$ cat src/hdl/lmep_pkg.sv
// ----------------------------------------------------------------------------
// lmep_pkg: shared types and helpers for the list-mode event buffer parser
// Result record layout, result kinds, header field masks and record builder.
// ----------------------------------------------------------------------------
package lmep_pkg;

	localparam int MAX_QDC_WORDS = 8;
	localparam int MIN_HDR_LEN   = 4;
	localparam int MAX_HDR_LEN   = 18;
	localparam int QDC_HDR_LEN   = 12;
	localparam int SAT_ENERGY    = 16383;
	localparam int CRATE_WEIGHT  = 100;

	localparam logic [31:0] HDR_LEN_MASK  = 32'h0001_F000;
	localparam logic [31:0] EVT_LEN_MASK  = 32'h7FFE_0000;
	localparam logic [31:0] CFD_MASK      = 32'h3FFF_0000;
	localparam logic [31:0] TRC_LEN_MASK  = 32'h7FFF_0000;
	localparam logic [31:0] LOW_HALF_MASK = 32'h0000_FFFF;

	localparam int TDATA_W = 144;

	// register indexes on the configuration write port
	localparam logic REG_STATS_LEN = 1'b0;
	localparam logic REG_NUM_QDCS  = 1'b1;

	typedef enum logic [2:0] {
		K_HEADER  = 3'd0,
		K_QDC     = 3'd1,
		K_TRACE   = 3'd2,
		K_BUF_ERR = 3'd3,
		K_STATS   = 3'd4,
		K_BAD_LEN = 3'd5,
		K_BAD_HDR = 3'd6
	} kind_t;

	// packed high to low so that channel lands in the lowest bits of tdata
	typedef struct packed {
		logic [31:0] value;
		logic [14:0] trace_length;
		logic [3:0]  flag_bits;
		logic [47:0] event_time;
		logic [13:0] cfd_time;
		logic [15:0] energy;
		logic [10:0] module_res;
		logic [3:0]  channel;
	} payload_t;

	typedef struct packed {
		kind_t    kind;
		logic     last;
		payload_t data;
	} rec_t;

	typedef struct packed {
		logic valid;  // at least one result to store
		logic two;    // a second result follows the first
	} push_t;

	function automatic rec_t make_rec(
		input kind_t       kind,
		input logic        full,
		input logic [31:0] w0,
		input logic [31:0] w1,
		input logic [31:0] w2,
		input logic [31:0] w3,
		input logic [7:0]  bmod,
		input logic [31:0] val,
		input logic        lst
	);
		rec_t        r;
		logic [31:0] cfd;
		logic [31:0] tl;
		r      = '0;
		r.kind = kind;
		r.last = lst;
		cfd    = (w2 & CFD_MASK) >> 16;
		tl     = (w3 & TRC_LEN_MASK) >> 16;
		if (kind != K_BUF_ERR) begin
			r.data.channel    = w0[3:0];
			r.data.module_res = {3'b0, bmod} + 11'(w0[11:8]) * 11'(CRATE_WEIGHT);
			if (full) begin
				r.data.energy       = w3[31] ? 16'(SAT_ENERGY) : w3[15:0];
				r.data.cfd_time     = cfd[13:0];
				r.data.event_time   = {w2[15:0], w1};
				r.data.flag_bits    = {w2[31], w2[30], w3[31], w0[31]};
				r.data.trace_length = tl[14:0];
				r.data.value        = val;
			end
		end
		return r;
	endfunction

endpackage

$ cat src/hdl/lmep_out_queue.sv
// ----------------------------------------------------------------------------
// lmep_out_queue: two-entry result queue
// Holds the results of one input word and hands them out one beat at a time.
// ----------------------------------------------------------------------------
module lmep_out_queue import lmep_pkg::*; (
	input  logic  clk,
	input  logic  arst_n,
	input  push_t push,
	input  rec_t  rec0,
	input  rec_t  rec1,
	output logic  in_ready,
	output logic  out_valid,
	input  logic  out_ready,
	output rec_t  out_rec
);

	logic [1:0] cnt_q;
	rec_t       e0_q;
	rec_t       e1_q;
	logic       pop;

	assign pop       = (cnt_q != 2'd0) && out_ready;
	assign out_valid = (cnt_q != 2'd0);
	assign out_rec   = e0_q;
	// space for two results once the head leaves
	assign in_ready  = (cnt_q == 2'd0) || ((cnt_q == 2'd1) && out_ready);

	always_ff @(posedge clk or negedge arst_n) begin
		if (!arst_n) begin
			cnt_q <= 2'd0;
		end else if (push.valid) begin
			cnt_q <= push.two ? 2'd2 : 2'd1;
		end else if (pop) begin
			cnt_q <= cnt_q - 2'd1;
		end
	end

	always_ff @(posedge clk) begin
		if (push.valid) begin
			e0_q <= rec0;
			e1_q <= rec1;
		end else if (pop) begin
			e0_q <= e1_q;
		end
	end

`ifndef SYNTHESIS
	a_cnt_range: assert property (@(posedge clk) disable iff (!arst_n)
		cnt_q != 2'd3) else $error("queue count out of range");
	a_push_room: assert property (@(posedge clk) disable iff (!arst_n)
		push.valid |-> in_ready) else $error("push without room");
	a_two_stays: assert property (@(posedge clk) disable iff (!arst_n)
		(push.valid && push.two) |=> (cnt_q == 2'd2)) else $error("pair lost");
`endif

endmodule

$ cat src/hdl/list_mode_event_buffer_parser.sv
// ----------------------------------------------------------------------------
// list_mode_event_buffer_parser: digitizer list-mode buffer parser
// Splits raw buffer words into event header records, QDC words, trace samples
// and fault reports.
// ----------------------------------------------------------------------------
// channel   dir  handshake          payload
// s_*       in   tvalid/tready      tdata[31:0] = data_word
// m_*       out  tvalid/tready      tdata[143:0], tuser[2:0] = kind, tlast = last
// wr_*      in   wr_en              wr_index selects register, wr_data value
//
// One raw word is accepted per cycle while the queue has room; its results are
// computed in the same cycle and land in a two-entry output queue. Header
// words give at most one beat, trace words give two. A word is taken while
// one result still waits if that result leaves in the same cycle, so a trace
// word waits until the previous pair has begun to leave. Reset clears all
// state; no clearing pass. Stalls on m_tready back up into s_tready.
// ----------------------------------------------------------------------------
module list_mode_event_buffer_parser import lmep_pkg::*; (
	input  logic                clk,
	input  logic                arst_n,
	// data_word
	input  logic [31:0]         s_tdata,
	input  logic                s_tvalid,
	output logic                s_tready,
	// channel, module_res, energy, cfd_time, event_time, flag_bits,
	// trace_length, value (lowest first)
	output logic [TDATA_W-1:0]  m_tdata,
	// kind
	output logic [2:0]          m_tuser,
	output logic                m_tlast,
	output logic                m_tvalid,
	input  logic                m_tready,
	input  logic                wr_en,
	input  logic                wr_index,
	input  logic [4:0]          wr_data
);

	typedef enum logic [2:0] {
		P_WAIT_LEN,
		P_WAIT_MOD,
		P_HEADER,
		P_TRACE,
		P_SKIP,
		P_ABORT
	} phase_t;

	// config
	logic [4:0]  stats_len_q;
	logic [3:0]  num_qdcs_q;

	// parser state
	phase_t      phase_q, phase_d;
	logic [31:0] bwl_q, bwl_d;      // buffer words left
	logic [7:0]  bmod_q, bmod_d;    // buffer module
	logic [31:0] hdr_q [4];
	logic [4:0]  widx_q, widx_d;    // header word index
	logic [13:0] ewl_q, ewl_d;      // event words left to skip
	logic [14:0] samp_q, samp_d;    // trace samples left

	logic        acc;
	logic [31:0] w;
	logic [31:0] hv0, hv1, hv2, hv3; // header view with this word written
	logic [31:0] hl_x, el_x;
	logic [4:0]  hl;
	logic [13:0] el;
	logic [13:0] tw;
	logic [3:0]  q_clip;
	logic [3:0]  qn;
	logic        in_tail;          // buffer countdown applies this word
	logic [31:0] bwl_t;
	rec_t        r0, r1;
	push_t       push;
	logic        in_ready;
	rec_t        out_rec;

	assign w   = s_tdata;
	assign acc = s_tvalid && s_tready;
	assign s_tready = in_ready;

	assign hv0 = (phase_q == P_HEADER && widx_q == 5'd0) ? w : hdr_q[0];
	assign hv1 = (phase_q == P_HEADER && widx_q == 5'd1) ? w : hdr_q[1];
	assign hv2 = (phase_q == P_HEADER && widx_q == 5'd2) ? w : hdr_q[2];
	assign hv3 = (phase_q == P_HEADER && widx_q == 5'd3) ? w : hdr_q[3];

	assign hl_x   = (hv0 & HDR_LEN_MASK) >> 12;
	assign el_x   = (hv0 & EVT_LEN_MASK) >> 17;
	assign hl     = hl_x[4:0];
	assign el     = el_x[13:0];
	assign tw     = hv3[30:17];  // trace length / 2
	assign q_clip = (num_qdcs_q > 4'(MAX_QDC_WORDS)) ? 4'(MAX_QDC_WORDS) : num_qdcs_q;
	assign qn     = (hl >= 5'(QDC_HDR_LEN)) ? q_clip : 4'd0;

	always_comb begin
		phase_d   = phase_q;
		bwl_d     = bwl_q;
		bmod_d    = bmod_q;
		widx_d    = widx_q;
		ewl_d     = ewl_q;
		samp_d    = samp_q;
		r0        = '0;
		r1        = '0;
		push      = '0;
		in_tail   = 1'b0;
		bwl_t     = 32'd0;
		unique case (phase_q)
			P_WAIT_LEN: begin
				if (w == 32'd0) begin
					r0 = make_rec(K_BUF_ERR, 1'b0, hv0, hv1, hv2, hv3, bmod_q, 32'd0, 1'b1);
					push.valid = 1'b1;
				end else begin
					bwl_d   = w - 32'd1;
					phase_d = (bwl_d != 32'd0) ? P_WAIT_MOD : P_WAIT_LEN;
				end
			end
			P_WAIT_MOD: begin
				bmod_d = w[7:0];
				bwl_d  = bwl_q - 32'd1;
				if (bwl_d != 32'd0) begin
					phase_d = P_HEADER;
					widx_d  = 5'd0;
				end else begin
					phase_d = P_WAIT_LEN;
				end
			end
			P_HEADER: begin
				in_tail = 1'b1;
				if (widx_q == 5'd0) begin
					if (hl == stats_len_q) begin
						r0 = make_rec(K_STATS, 1'b0, hv0, hv1, hv2, hv3, bmod_q, 32'd0, 1'b1);
						push.valid = 1'b1;
						if (el > 14'd1) begin
							ewl_d   = el - 14'd1;
							phase_d = P_SKIP;
						end
					end else if (hl < 5'(MIN_HDR_LEN) || hl > 5'(MAX_HDR_LEN) || hl[0]) begin
						r0 = make_rec(K_BAD_HDR, 1'b0, hv0, hv1, hv2, hv3, bmod_q, 32'd0, 1'b1);
						push.valid = 1'b1;
						phase_d    = P_ABORT;
					end else begin
						widx_d = 5'd1;
					end
				end else if (widx_q < 5'd3) begin
					widx_d = widx_q + 5'd1;
				end else if (widx_q == 5'd3) begin
					push.valid = 1'b1;
					if (({1'b0, tw} + 15'(hl)) != {1'b0, el}) begin
						// length check failed: report and skip the rest
						r0 = make_rec(K_BAD_LEN, 1'b1, hv0, hv1, hv2, hv3, bmod_q, 32'd0, 1'b1);
						if (el > 14'd4) begin
							ewl_d   = el - 14'd4;
							phase_d = P_SKIP;
						end else begin
							widx_d = 5'd0;
						end
					end else begin
						r0 = make_rec(K_HEADER, 1'b1, hv0, hv1, hv2, hv3, bmod_q, 32'd0,
							(qn == 4'd0) && (tw == 14'd0));
						if (hl > 5'(MIN_HDR_LEN)) begin
							widx_d = 5'd4;
						end else if (tw != 14'd0) begin
							phase_d = P_TRACE;
							samp_d  = {tw, 1'b0};
						end else begin
							widx_d = 5'd0;
						end
					end
				end else begin
					// header words past word 3; the last qn of them are QDC sums
					if (qn != 4'd0 && widx_q >= (hl - {1'b0, qn})) begin
						r0 = make_rec(K_QDC, 1'b1, hv0, hv1, hv2, hv3, bmod_q, w,
							((widx_q + 5'd1) == hl) && (tw == 14'd0));
						push.valid = 1'b1;
					end
					widx_d = widx_q + 5'd1;
					if (widx_d >= hl) begin
						if (tw != 14'd0) begin
							phase_d = P_TRACE;
							samp_d  = {tw, 1'b0};
						end else begin
							widx_d = 5'd0;
						end
					end
				end
			end
			P_TRACE: begin
				in_tail = 1'b1;
				r0 = make_rec(K_TRACE, 1'b1, hv0, hv1, hv2, hv3, bmod_q,
					{16'd0, w[15:0]}, 1'b0);
				r1 = make_rec(K_TRACE, 1'b1, hv0, hv1, hv2, hv3, bmod_q,
					{16'd0, w[31:16]}, samp_q <= 15'd2);
				push.valid = 1'b1;
				push.two   = 1'b1;
				samp_d = (samp_q > 15'd2) ? samp_q - 15'd2 : 15'd0;
				if (samp_d == 15'd0) begin
					phase_d = P_HEADER;
					widx_d  = 5'd0;
				end
			end
			P_SKIP: begin
				in_tail = 1'b1;
				if (ewl_q > 14'd0) begin
					ewl_d = ewl_q - 14'd1;
				end
				if (ewl_d == 14'd0) begin
					phase_d = P_HEADER;
					widx_d  = 5'd0;
				end
			end
			P_ABORT: begin
				in_tail = 1'b1;
			end
			default: begin
				phase_d = P_WAIT_LEN;
			end
		endcase
		// buffer word countdown; at zero the next word is a length word
		if (in_tail) begin
			bwl_t = (bwl_q > 32'd0) ? bwl_q - 32'd1 : bwl_q;
			bwl_d = bwl_t;
			if (bwl_t == 32'd0) begin
				phase_d = P_WAIT_LEN;
			end
		end
		push.valid = push.valid && acc;
		push.two   = push.two && acc;
	end

	always_ff @(posedge clk or negedge arst_n) begin
		if (!arst_n) begin
			stats_len_q <= 5'd31;
			num_qdcs_q  <= 4'd8;
		end else if (wr_en) begin
			unique case (wr_index)
				REG_STATS_LEN: stats_len_q <= wr_data;
				REG_NUM_QDCS:  num_qdcs_q  <= wr_data[3:0];
				default:       ;
			endcase
		end
	end

	always_ff @(posedge clk or negedge arst_n) begin
		if (!arst_n) begin
			phase_q  <= P_WAIT_LEN;
			bwl_q    <= 32'd0;
			bmod_q   <= 8'd0;
			widx_q   <= 5'd0;
			ewl_q    <= 14'd0;
			samp_q   <= 15'd0;
			hdr_q[0] <= 32'd0;
			hdr_q[1] <= 32'd0;
			hdr_q[2] <= 32'd0;
			hdr_q[3] <= 32'd0;
		end else if (acc) begin
			phase_q <= phase_d;
			bwl_q   <= bwl_d;
			bmod_q  <= bmod_d;
			widx_q  <= widx_d;
			ewl_q   <= ewl_d;
			samp_q  <= samp_d;
			if (phase_q == P_HEADER && widx_q < 5'd4) begin
				hdr_q[widx_q[1:0]] <= w;
			end
		end
	end

	lmep_out_queue u_queue (
		.clk       (clk),
		.arst_n    (arst_n),
		.push      (push),
		.rec0      (r0),
		.rec1      (r1),
		.in_ready  (in_ready),
		.out_valid (m_tvalid),
		.out_ready (m_tready),
		.out_rec   (out_rec)
	);

	assign m_tdata = out_rec.data;
	assign m_tuser = out_rec.kind;
	assign m_tlast = out_rec.last;

`ifndef SYNTHESIS
	a_trace_pair: assert property (@(posedge clk) disable iff (!arst_n)
		(acc && phase_q == P_TRACE) |=> m_tvalid) else $error("trace beat missing");
	a_report_last: assert property (@(posedge clk) disable iff (!arst_n)
		(m_tvalid && (m_tuser == K_BUF_ERR || m_tuser == K_STATS ||
		m_tuser == K_BAD_LEN || m_tuser == K_BAD_HDR)) |-> m_tlast)
		else $error("report beat without last");
	a_mod_count: assert property (@(posedge clk) disable iff (!arst_n)
		(phase_q == P_WAIT_MOD) |-> (bwl_q != 32'd0)) else $error("module word past end");
	a_widx_range: assert property (@(posedge clk) disable iff (!arst_n)
		widx_q <= 5'(MAX_HDR_LEN)) else $error("header index out of range");
`endif

endmodule
$ cat config.mk
export PLATFORM = sky130hd
export DESIGN_NAME = list_mode_event_buffer_parser
export DESIGN_NICKNAME = d
export VERILOG_FILES = /design/src/hdl/lmep_pkg.sv /design/src/hdl/lmep_out_queue.sv /design/src/hdl/list_mode_event_buffer_parser.sv
export SDC_FILE = /design/constraint.sdc
export NUM_CORES = 1
export LEC_CHECK = 0
export CAP_MARGIN = 20
export CORE_MARGIN = 1.5
export CORE_UTILIZATION = 60
export CTS_CLUSTER_SIZE = 25
export DETAILED_ROUTE_END_ITERATION = 7
export DONT_BUFFER_PORTS = 1
export GPL_ROUTABILITY_DRIVEN = 0
export PLACE_DENSITY = 0.76
export SETUP_SLACK_MARGIN = 0.05
export SLEW_MARGIN = 20
export SYNTH_ARGS = -nofsm -noshare
export SYNTH_HDL_FRONTEND = slang
export SYNTH_SLANG_ARGS = --single-unit
$ cat constraint.sdc
create_clock -name clk -period 9.5 [get_ports clk]
set_input_delay 0.95 -clock clk [delete_from_list [all_inputs] [get_ports clk]]
set_output_delay 0.95 -clock clk [all_outputs]
set_load 0.1 [all_outputs]
==> results of run 1 <==
==> area by class of cell <==
cell class,instances,share of cell area (%)
Antenna cell,2,0.0172
Clock buffer,68,4.86
Clock inverter,27,0.942
Inverter,67,0.882
Multi-Input combinational cell,1807,42.9
Sequential cell,490,47.0
Tap cell,592,2.55
Timing Repair Buffer,27,0.869
==> registers in the layout, indices dropped and copies added, names as in the netlist, 5 cells and up <==
name / flops
bwl_q: 32
u_queue.e1_q: 130
samp_q: 15
bmod_q: 8
hdr_q: 124
u_queue.out_rec: 148
ewl_q: 14
widx_q: 5
stats_len_q: 5
==> logic make-up after synthesis <==
kind of cell / Yosys count / synth area share [%]
AOI/OAI and AO/OA: 588 / 15.3
xor gates and xnor gates: 96 / 3.14
DFF: 490 / 50.2
buffers and inverters: 280 / 4.26
and+or+nand+nor: 834 / 15.3
muxes: 233 / 9.18
adders and majority gates: 56 / 2.67
==> critical path: stages, from the launching register on <==
cell	delay, ns
dfrtp_1	0.46
inv_1	0.16
ha_1	0.25
or4b_1	0.96
nor2_1	0.45
a211oi_1	0.10
a21o_1	0.19
nor2_1	0.15
and2_1	0.16
ha_1	0.20
fa_1	0.42
ha_1	0.29
a21o_1	0.16
a21o_1	0.17
a21oi_1	0.16
nor2b_1	0.07
o211ai_1	0.25
o2111a_1	0.80
a2111o_2	0.98
buf_12	0.49
nor2_1	0.30
and2_1	0.25
==> worst paths after layout <==
kind / end / cells after the start
max: u_queue.out_rec[141]$_SDFFCE_PN0P_ / 21
min in group clk: hdr_q[19]$_DFFE_PN0P_ / 1
min: samp_q[2]$_DFFE_PN0P_ / 0
max in group asynchronous: hdr_q[12]$_DFFE_PN0P_ / 0
min reg2reg: hdr_q[0]$_DFFE_PN0P_ / 2
max reg2reg: u_queue.out_rec[141]$_SDFFCE_PN0P_ / 21
==> cells in the final DEF, fill, tap and decap left out, drive strengths merged, types with 12 or more instances in the layout <==
cell      n
nand3    43
a22o     16
xor2     35
ha       51
o211ai   15
a211oi   27
and2     24
xnor2    60
nor2    163
clkinv   20
nand4    20
o22ai    17
nand2   273
edfxtp  278
o21ai   156
buf      27
dfrtp   206
and3    103
inv      66
nand2b   18
or4      12
mux2i    99
clkbuf   68
nor3     61
nor4     40
or2      12
a21oi   107
o31ai   104
a21o     28
a31oi    16
or3      18
mux2    134
==> routing by layer <==
layer / up-vias / GRT usage (%) / part of all wire [%] / wire length (µm)
met5: - / 0 / 0 / 0
met1: 10400 / 44.5 / 38 / 30000
met4: 0 / 15.6 / 5.4 / 4290
met2: 1296 / 51.9 / 45 / 35900
met3: 314 / 7.98 / 11 / 9060
li1: 9260 / - / - / -
==> synth_stat cells (all sizes together), types with 60 or more instances <==
cell and count:
clkbuf 166, o31ai 104, and3 103, o21ai 156, dfrtp 206, mux2 134
edfxtp 278, inv 66, nor3 61, xnor2 60, a21oi 107, nor2 163
mux2i 99, nand2 273
==> stage by stage <==
| stage | hold slack, ns | util (%) |
|---|---|---|
| after global routing | 0.0280 | 65.4 |
| after floorplan | 0.450 | - |
| after CTS | 0.0186 | 65.3 |
| final | 0.0350 | 65.4 |
| after global placement | 0.468 | 61.5 |
| after detailed placement | 0.487 | 61.5 |
==> power groups by stage <==
stage                     Sequential [W]  Clock [W]  Combinational, W
after global placement           0.00447          0           0.00325
final                            0.00449    0.00203           0.00348
after detailed placement         0.00451          0           0.00336
after floorplan                  0.00431          0           0.00267
after global routing             0.00455    0.00213           0.00375
after CTS                        0.00447    0.00205           0.00339
==> impl_metrics.py, run 1 <==
metrics = {
    "setup_path": {
        "r2r-start": "widx_q[0]$_DFFE_PN0P_",
        "critPathRequiredTime_ns": 9.87,
        "worstPathMaxFanout": 109,
        "reg2reg_slack_ns": 1.67,
        "crit_arrival_ns": 8.20,
        "path_class": "reg2reg",
        "end_kind": "flop",
        "critPathLaunchType": "flop",
        "crit_start": "widx_q[0]$_DFFE_PN0P_",
    },
    "final_layout": {
        "drive_gt1_share_pct": 13.8,
        "finalNetCount": 2542,
        "fillCellCount": 3337,
        "final_cells": 3080,
        "area_delta_synth_final_pct": 6.86,
        "design_area_um2": 29100,
        "final-seq-area_um2": 13700,
        "multi_input_area_um2": 12500,
    },
    "flow_run": {
        "drv_cap": 0,
    },
    "global_routing": {
        "grt_usage_pct": 33.4,
        "grt_pass1_vias": 20100,
        "grt_start_max_net_pins": 213,
        "grt.overflow.total": 0,
        "grt_pass1_wl_um": 120000,
        "antenna_found_initial": 2,
    },
    "power": {
        "p_comb_share_pct": 34.8,
        "p_leak_nw": 12.0,
        "switching_share_pct": 46.3,
        "seqPwrFrac_pct": 44.9,
        "clkPwrFrac_pct": 20.3,
        "ir_worst_vdd_uv": 237,
        "total_power_w": 0.0100,
        "power_switching_w": 0.00463,
        "powerDensity_nw_per_um2": 344,
        "p_int_w": 0.00537,
    },
    "place": {
        "dp.cells": 2983,
        "numPortBuffers": 0,
        "dpl.hpwl_um": 49700,
        "place_ws_ns": 1.79,
        "dpl_cell_area_um2": 27400,
    },
    "timing": {
        "setup_viol": 0,
        "fin_ws_ns": 1.67,
        "tightest_slew_ns": 1.12,
        "drv_slew": 0,
        "finalHoldViolations": 0,
        "rsz0062_at_grt": "no",
        "skew_ns": 0.0205,
        "fin_crit_ns": 7.83,
        "period_share_pct": 82.4,
        "fin_setup_tns_ns": 0,
        "fmax_mhz": 128,
        "slew_headroom_pct": 25.0,
    },
    "clocking": {
        "clock_latency_ns": 0.62,
        "cts_tree": "done",
        "cts_resized": 0,
        "cts_sinks": 490,
        "htreeDepth": 2,
        "clockBufferDepth": 3,
        "cts_setup_buffers": 0,
        "hold_buffers": 0,
        "cts_made_buffers": 51,
        "cts-root-buf": "clkbuf_16",
        "clk_pin_slew_ns": 0.07,
    },
    "logic_synthesis": {
        "synth_cells": 2577,
        "ys_async_sr_fraction_pct": 43.3,
        "synth_edf_count": 278,
        "yosysSeqAreaShare_pct": 50.2,
        "synth_flop_cell": "edfxtp_1",
        "ys_warn_count": 0,
        "synth_top_area_share_pct": 30.7,
        "syn-cell-area_um2": 27200,
        "synth_cell_types": 91,
        "synth_nets": 2675,
        "avgSynthCellArea_um2": 10.6,
        "yosysTopAreaCell": "edfxtp_1",
        "synth_area_leaders": "edfxtp_1 31%, dfrtp_1 19%, mux2_2 5.5%, nand2_1 3.8%, mux2i_1 3.6%",
        "ys_ff_latch": 490,
    },
    "floorplan": {
        "start_util_pct": 61.2,
        "die_x_um": 216,
        "core-area_um2": 44500,
        "placement_rows": 77,
        "die_area_um2": 46700,
        "die_h_um": 216,
        "pin_count": 193,
    },
    "routing": {
        "drtIter0Drc": 2713,
        "wl_per_cell_um": 25.7,
        "drt-pass1-iter-count": 6,
        "drc_errors": 0,
        "viasPerCell": 6.92,
        "wl_um": 79200,
        "drtAntennaViolNets": 0,
        "vias": 21300,
    },
    "worst_hold_path": {
        "min_path_type": "in2async",
    },
    "outcome": {
        "status": "finished, final reports clean",
    },
}
Power figures use the tool's default switching activity.
==> run 2, diff against run 1 <==
Settings changed: ABC_AREA set to 1, CORE_UTILIZATION 60 to 58.
Clock period 9.5 ns to 6.8 ns, I/O delays scaled along.
==> impl_metrics.py, run 2 <==
metrics = {
    "setup_path": {
        "critical_path_buf_inv_count": 4,
        "crit_arrival_ns": 6.21,
        "end_kind": "flop",
        "worstPathMaxFanout": 138,
        "cpMaxStageDelayCell": "buf_12",
        "worst-path-stages": 27,
        "critPathRequiredTime_ns": 7.12,
        "critPathMaxStageDelay_ns": 0.49,
        "critPathMostFrequentCell": "nand2_1",
        "critPathLaunchType": "flop",
        "cp_top_family": "simple AND/OR/NAND/NOR gates",
        "path_class": "reg2reg",
        "reg2regPathDepth": 27,
    },
    "clocking": {
        "htreeDepth": 2,
        "hold_buffers": 1,
        "cts_resized": 0,
        "cts-root-buf": "clkbuf_16",
        "clock_latency_ns": 0.61,
        "cts_setup_buffers": 0,
        "clockBufferDepth": 3,
        "clk_pin_slew_ns": 0.06,
        "cts_sinks": 490,
        "cts_tree": "done",
        "cts_made_buffers": 52,
    },
    "logic_synthesis": {
        "synth_cell_types": 59,
        "synth.most_common_cell": "nand2_1",
        "synth_flop_cell": "edfxtp_1",
        "synth_cells": 3148,
        "yosysSeqAreaShare_pct": 50.8,
        "ys_ff_latch": 490,
        "syn-cell-area_um2": 26900,
        "yosysTopAreaCell": "edfxtp_1",
        "synthTopCellsByCount": "841 x nand2_1, 356 x o21ai_0, 338 x nor2_1",
        "synth_area_leaders": "edfxtp_1 31%, dfrtp_1 19%, nand2_1 12%, o21ai_0 6.6%, nor2_1 4.7%",
        "ys_warn_count": 0,
        "ys_async_sr_fraction_pct": 43.3,
        "synth_edf_count": 278,
        "synth_top_area_share_pct": 31.1,
        "synth_nets": 3246,
        "avgSynthCellArea_um2": 8.54,
    },
    "global_routing": {
        "grt_start_max_net_pins": 213,
        "grt_usage_pct": 32.2,
        "grt_pass1_wl_um": 118000,
        "grt.overflow.total": 0,
        "grt_pass1_vias": 21200,
        "antenna_found_initial": 2,
    },
    "floorplan": {
        "placement_rows": 78,
        "pin_count": 193,
        "die_area_um2": 47600,
        "core-area_um2": 45600,
        "die_h_um": 218,
        "start_util_pct": 59.0,
        "die_x_um": 218,
    },
    "power": {
        "powerDensity_nw_per_um2": 455,
        "seqPwrFrac_pct": 46.0,
        "p_int_w": 0.00701,
        "clkPwrFrac_pct": 22.3,
        "switching_share_pct": 47.1,
        "p_leak_nw": 12.3,
        "power_switching_w": 0.00624,
        "ir_worst_vdd_uv": 334,
        "p_comb_share_pct": 31.7,
    },
    "routing": {
        "vias": 22400,
        "drtIter0Drc": 2451,
        "drc_errors": 0,
        "drtAntennaViolNets": 0,
        "wl_per_cell_um": 20.5,
        "wl_um": 76600,
        "drt-pass1-iter-count": 6,
        "viasPerCell": 5.98,
    },
    "timing": {
        "tightest_slew_ns": 1.14,
        "holdWs_ns": 0.210,
        "fin_crit_ns": 5.89,
        "drv_slew": 0,
        "fin_setup_tns_ns": 0,
        "setup_viol": 0,
        "period_share_pct": 86.6,
        "finalHoldViolations": 0,
        "rsz0062_at_grt": "no",
        "skew_ns": 0.0178,
        "slew_headroom_pct": 23.8,
        "fmax_mhz": 170,
    },
    "final_layout": {
        "area_delta_synth_final_pct": 8.46,
        "multi_input_area_um2": 11600,
        "final_util_pct": 64.0,
        "final_common_cell": "nand2_1",
        "fillCellCount": 3622,
        "finalNetCount": 3192,
        "final_cell_mix": "838 x nand2_1, 356 x o21ai_0, 338 x nor2_1",
        "largest_reg_flops": 148,
        "final_cells": 3739,
        "final-seq-area_um2": 13700,
        "drive_gt1_share_pct": 7.81,
    },
    "worst_hold_path": {
        "whs_path_depth": 2,
        "min_path_type": "in2reg",
    },
    "place": {
        "numPortBuffers": 0,
        "dpl.hpwl_um": 52200,
        "dp.cells": 3637,
    },
    "flow_run": {
        "drv_cap": 0,
    },
    "outcome": {
        "status": "finished, final reports clean",
    },
}
## run 2: cell types whose count changed after synthesis, moves of 68 or more
cell,before,now
and3_1,103,2
clkbuf_1,165,97
nor2_1,163,338
mux2_2,134,1
inv_1,66,227
nand2_1,273,841
o21ai_0,138,356
nand3b_1,6,83
mux2i_1,99,0
## run 2: worst reg2reg max path, cell delays in order (launching register included)
cell      delay [ns]
dfrtp_1         0.45
inv_1           0.14
ha_1            0.18
nand2_1         0.07
nor2_2          0.10
buf_4           0.20
nand2_4         0.18
o21ai_2         0.35
nand2_1         0.15
nand2_2         0.14
nor3_1          0.07
ha_1            0.24
fa_1            0.46
xor2_1          0.18
ha_1            0.27
inv_1           0.06
o21bai_1        0.07
a21oi_1         0.16
o21bai_1        0.11
nand2_1         0.09
o21ai_2         0.06
nand2_1         0.13
nand2_4         0.07
nor2_4          0.33
nand2_2         0.16
nand2_8         0.34
buf_12          0.52
o21ai_0         0.32
## run 2: area by class of cell
type,count,area share [%]
flip-flops and latches,490,46.9
clock inverters,26,1.21
repair buffers,37,1.33
inverters,258,3.35
clock buffers,72,4.83
well taps,600,2.58
diodes,1,0.00858
multi-input cells,2255,39.8
## run 2: final timing paths
path / startpoint / to / slack (ns)
max: widx_q[0]$_DFFE_PN0P_ / u_queue.out_rec[108]$_DFFE_PP_ / 0.91
min: wr_data[0] / stats_len_q[0]$_DFFE_PN1P_ / 0.21
max reg2reg: widx_q[0]$_DFFE_PN0P_ / u_queue.out_rec[108]$_DFFE_PP_ / 0.91
min reg2reg: hdr_q[38]$_DFFE_PN0P_ / hdr_q[38]$_DFFE_PN0P_ / 0.48
max in group asynchronous: arst_n / hdr_q[29]$_DFFE_PN0P_ / 4.99
min in group asynchronous: arst_n / bwl_q[0]$_DFFE_PN0P_ / 0.65
## run 2: kinds of logic (layout without fill, tap and decap cells)
kind of cell / after synthesis / after routing / synth area share [%]
compound gates: 550 / 550 / 11.7
xor+xnor: 101 / 101 / 3.29
fa+ha+maj: 55 / 55 / 2.67
buf+inv: 403 / 393 / 6.13
flops: 490 / 490 / 50.8
mux: 1 / 1 / 0.0419
other cells: 0 / 1 / 0
simple gates: 1548 / 1548 / 25.3
## run 2: power by group through the flow
stage                     clock (W)  sequential, W  combinational, W
after global placement            0        0.00612           0.00392
after floorplan                   0        0.00601           0.00308
final                       0.00295        0.00610           0.00420
after global routing        0.00309        0.00616           0.00467
after CTS                   0.00298        0.00609           0.00411
after detailed placement          0        0.00614           0.00404
## run 2: metrics by stage
step                area [µm²]  setup WS, ns  power [W]
floorplan                26900         0.803    0.00909
global placement         27300          1.19     0.0100
detailed placement       27300         0.985     0.0102
CTS                      29100         0.944     0.0132
global route             29100         0.512     0.0139
finish                   29200         0.914     0.0133
## run 2: per-layer routing
| layer | vias to the layer above | global-route usage, % | wire length (µm) |
|---|---|---|---|
| met5 | - | 0 | 0 |
| met4 | 0 | 14.7 | 3760 |
| met3 | 247 | 7.35 | 8370 |
| met2 | 1251 | 50.6 | 34500 |
| met1 | 10500 | 42.6 | 29900 |
| li1 | 10400 | - | - |
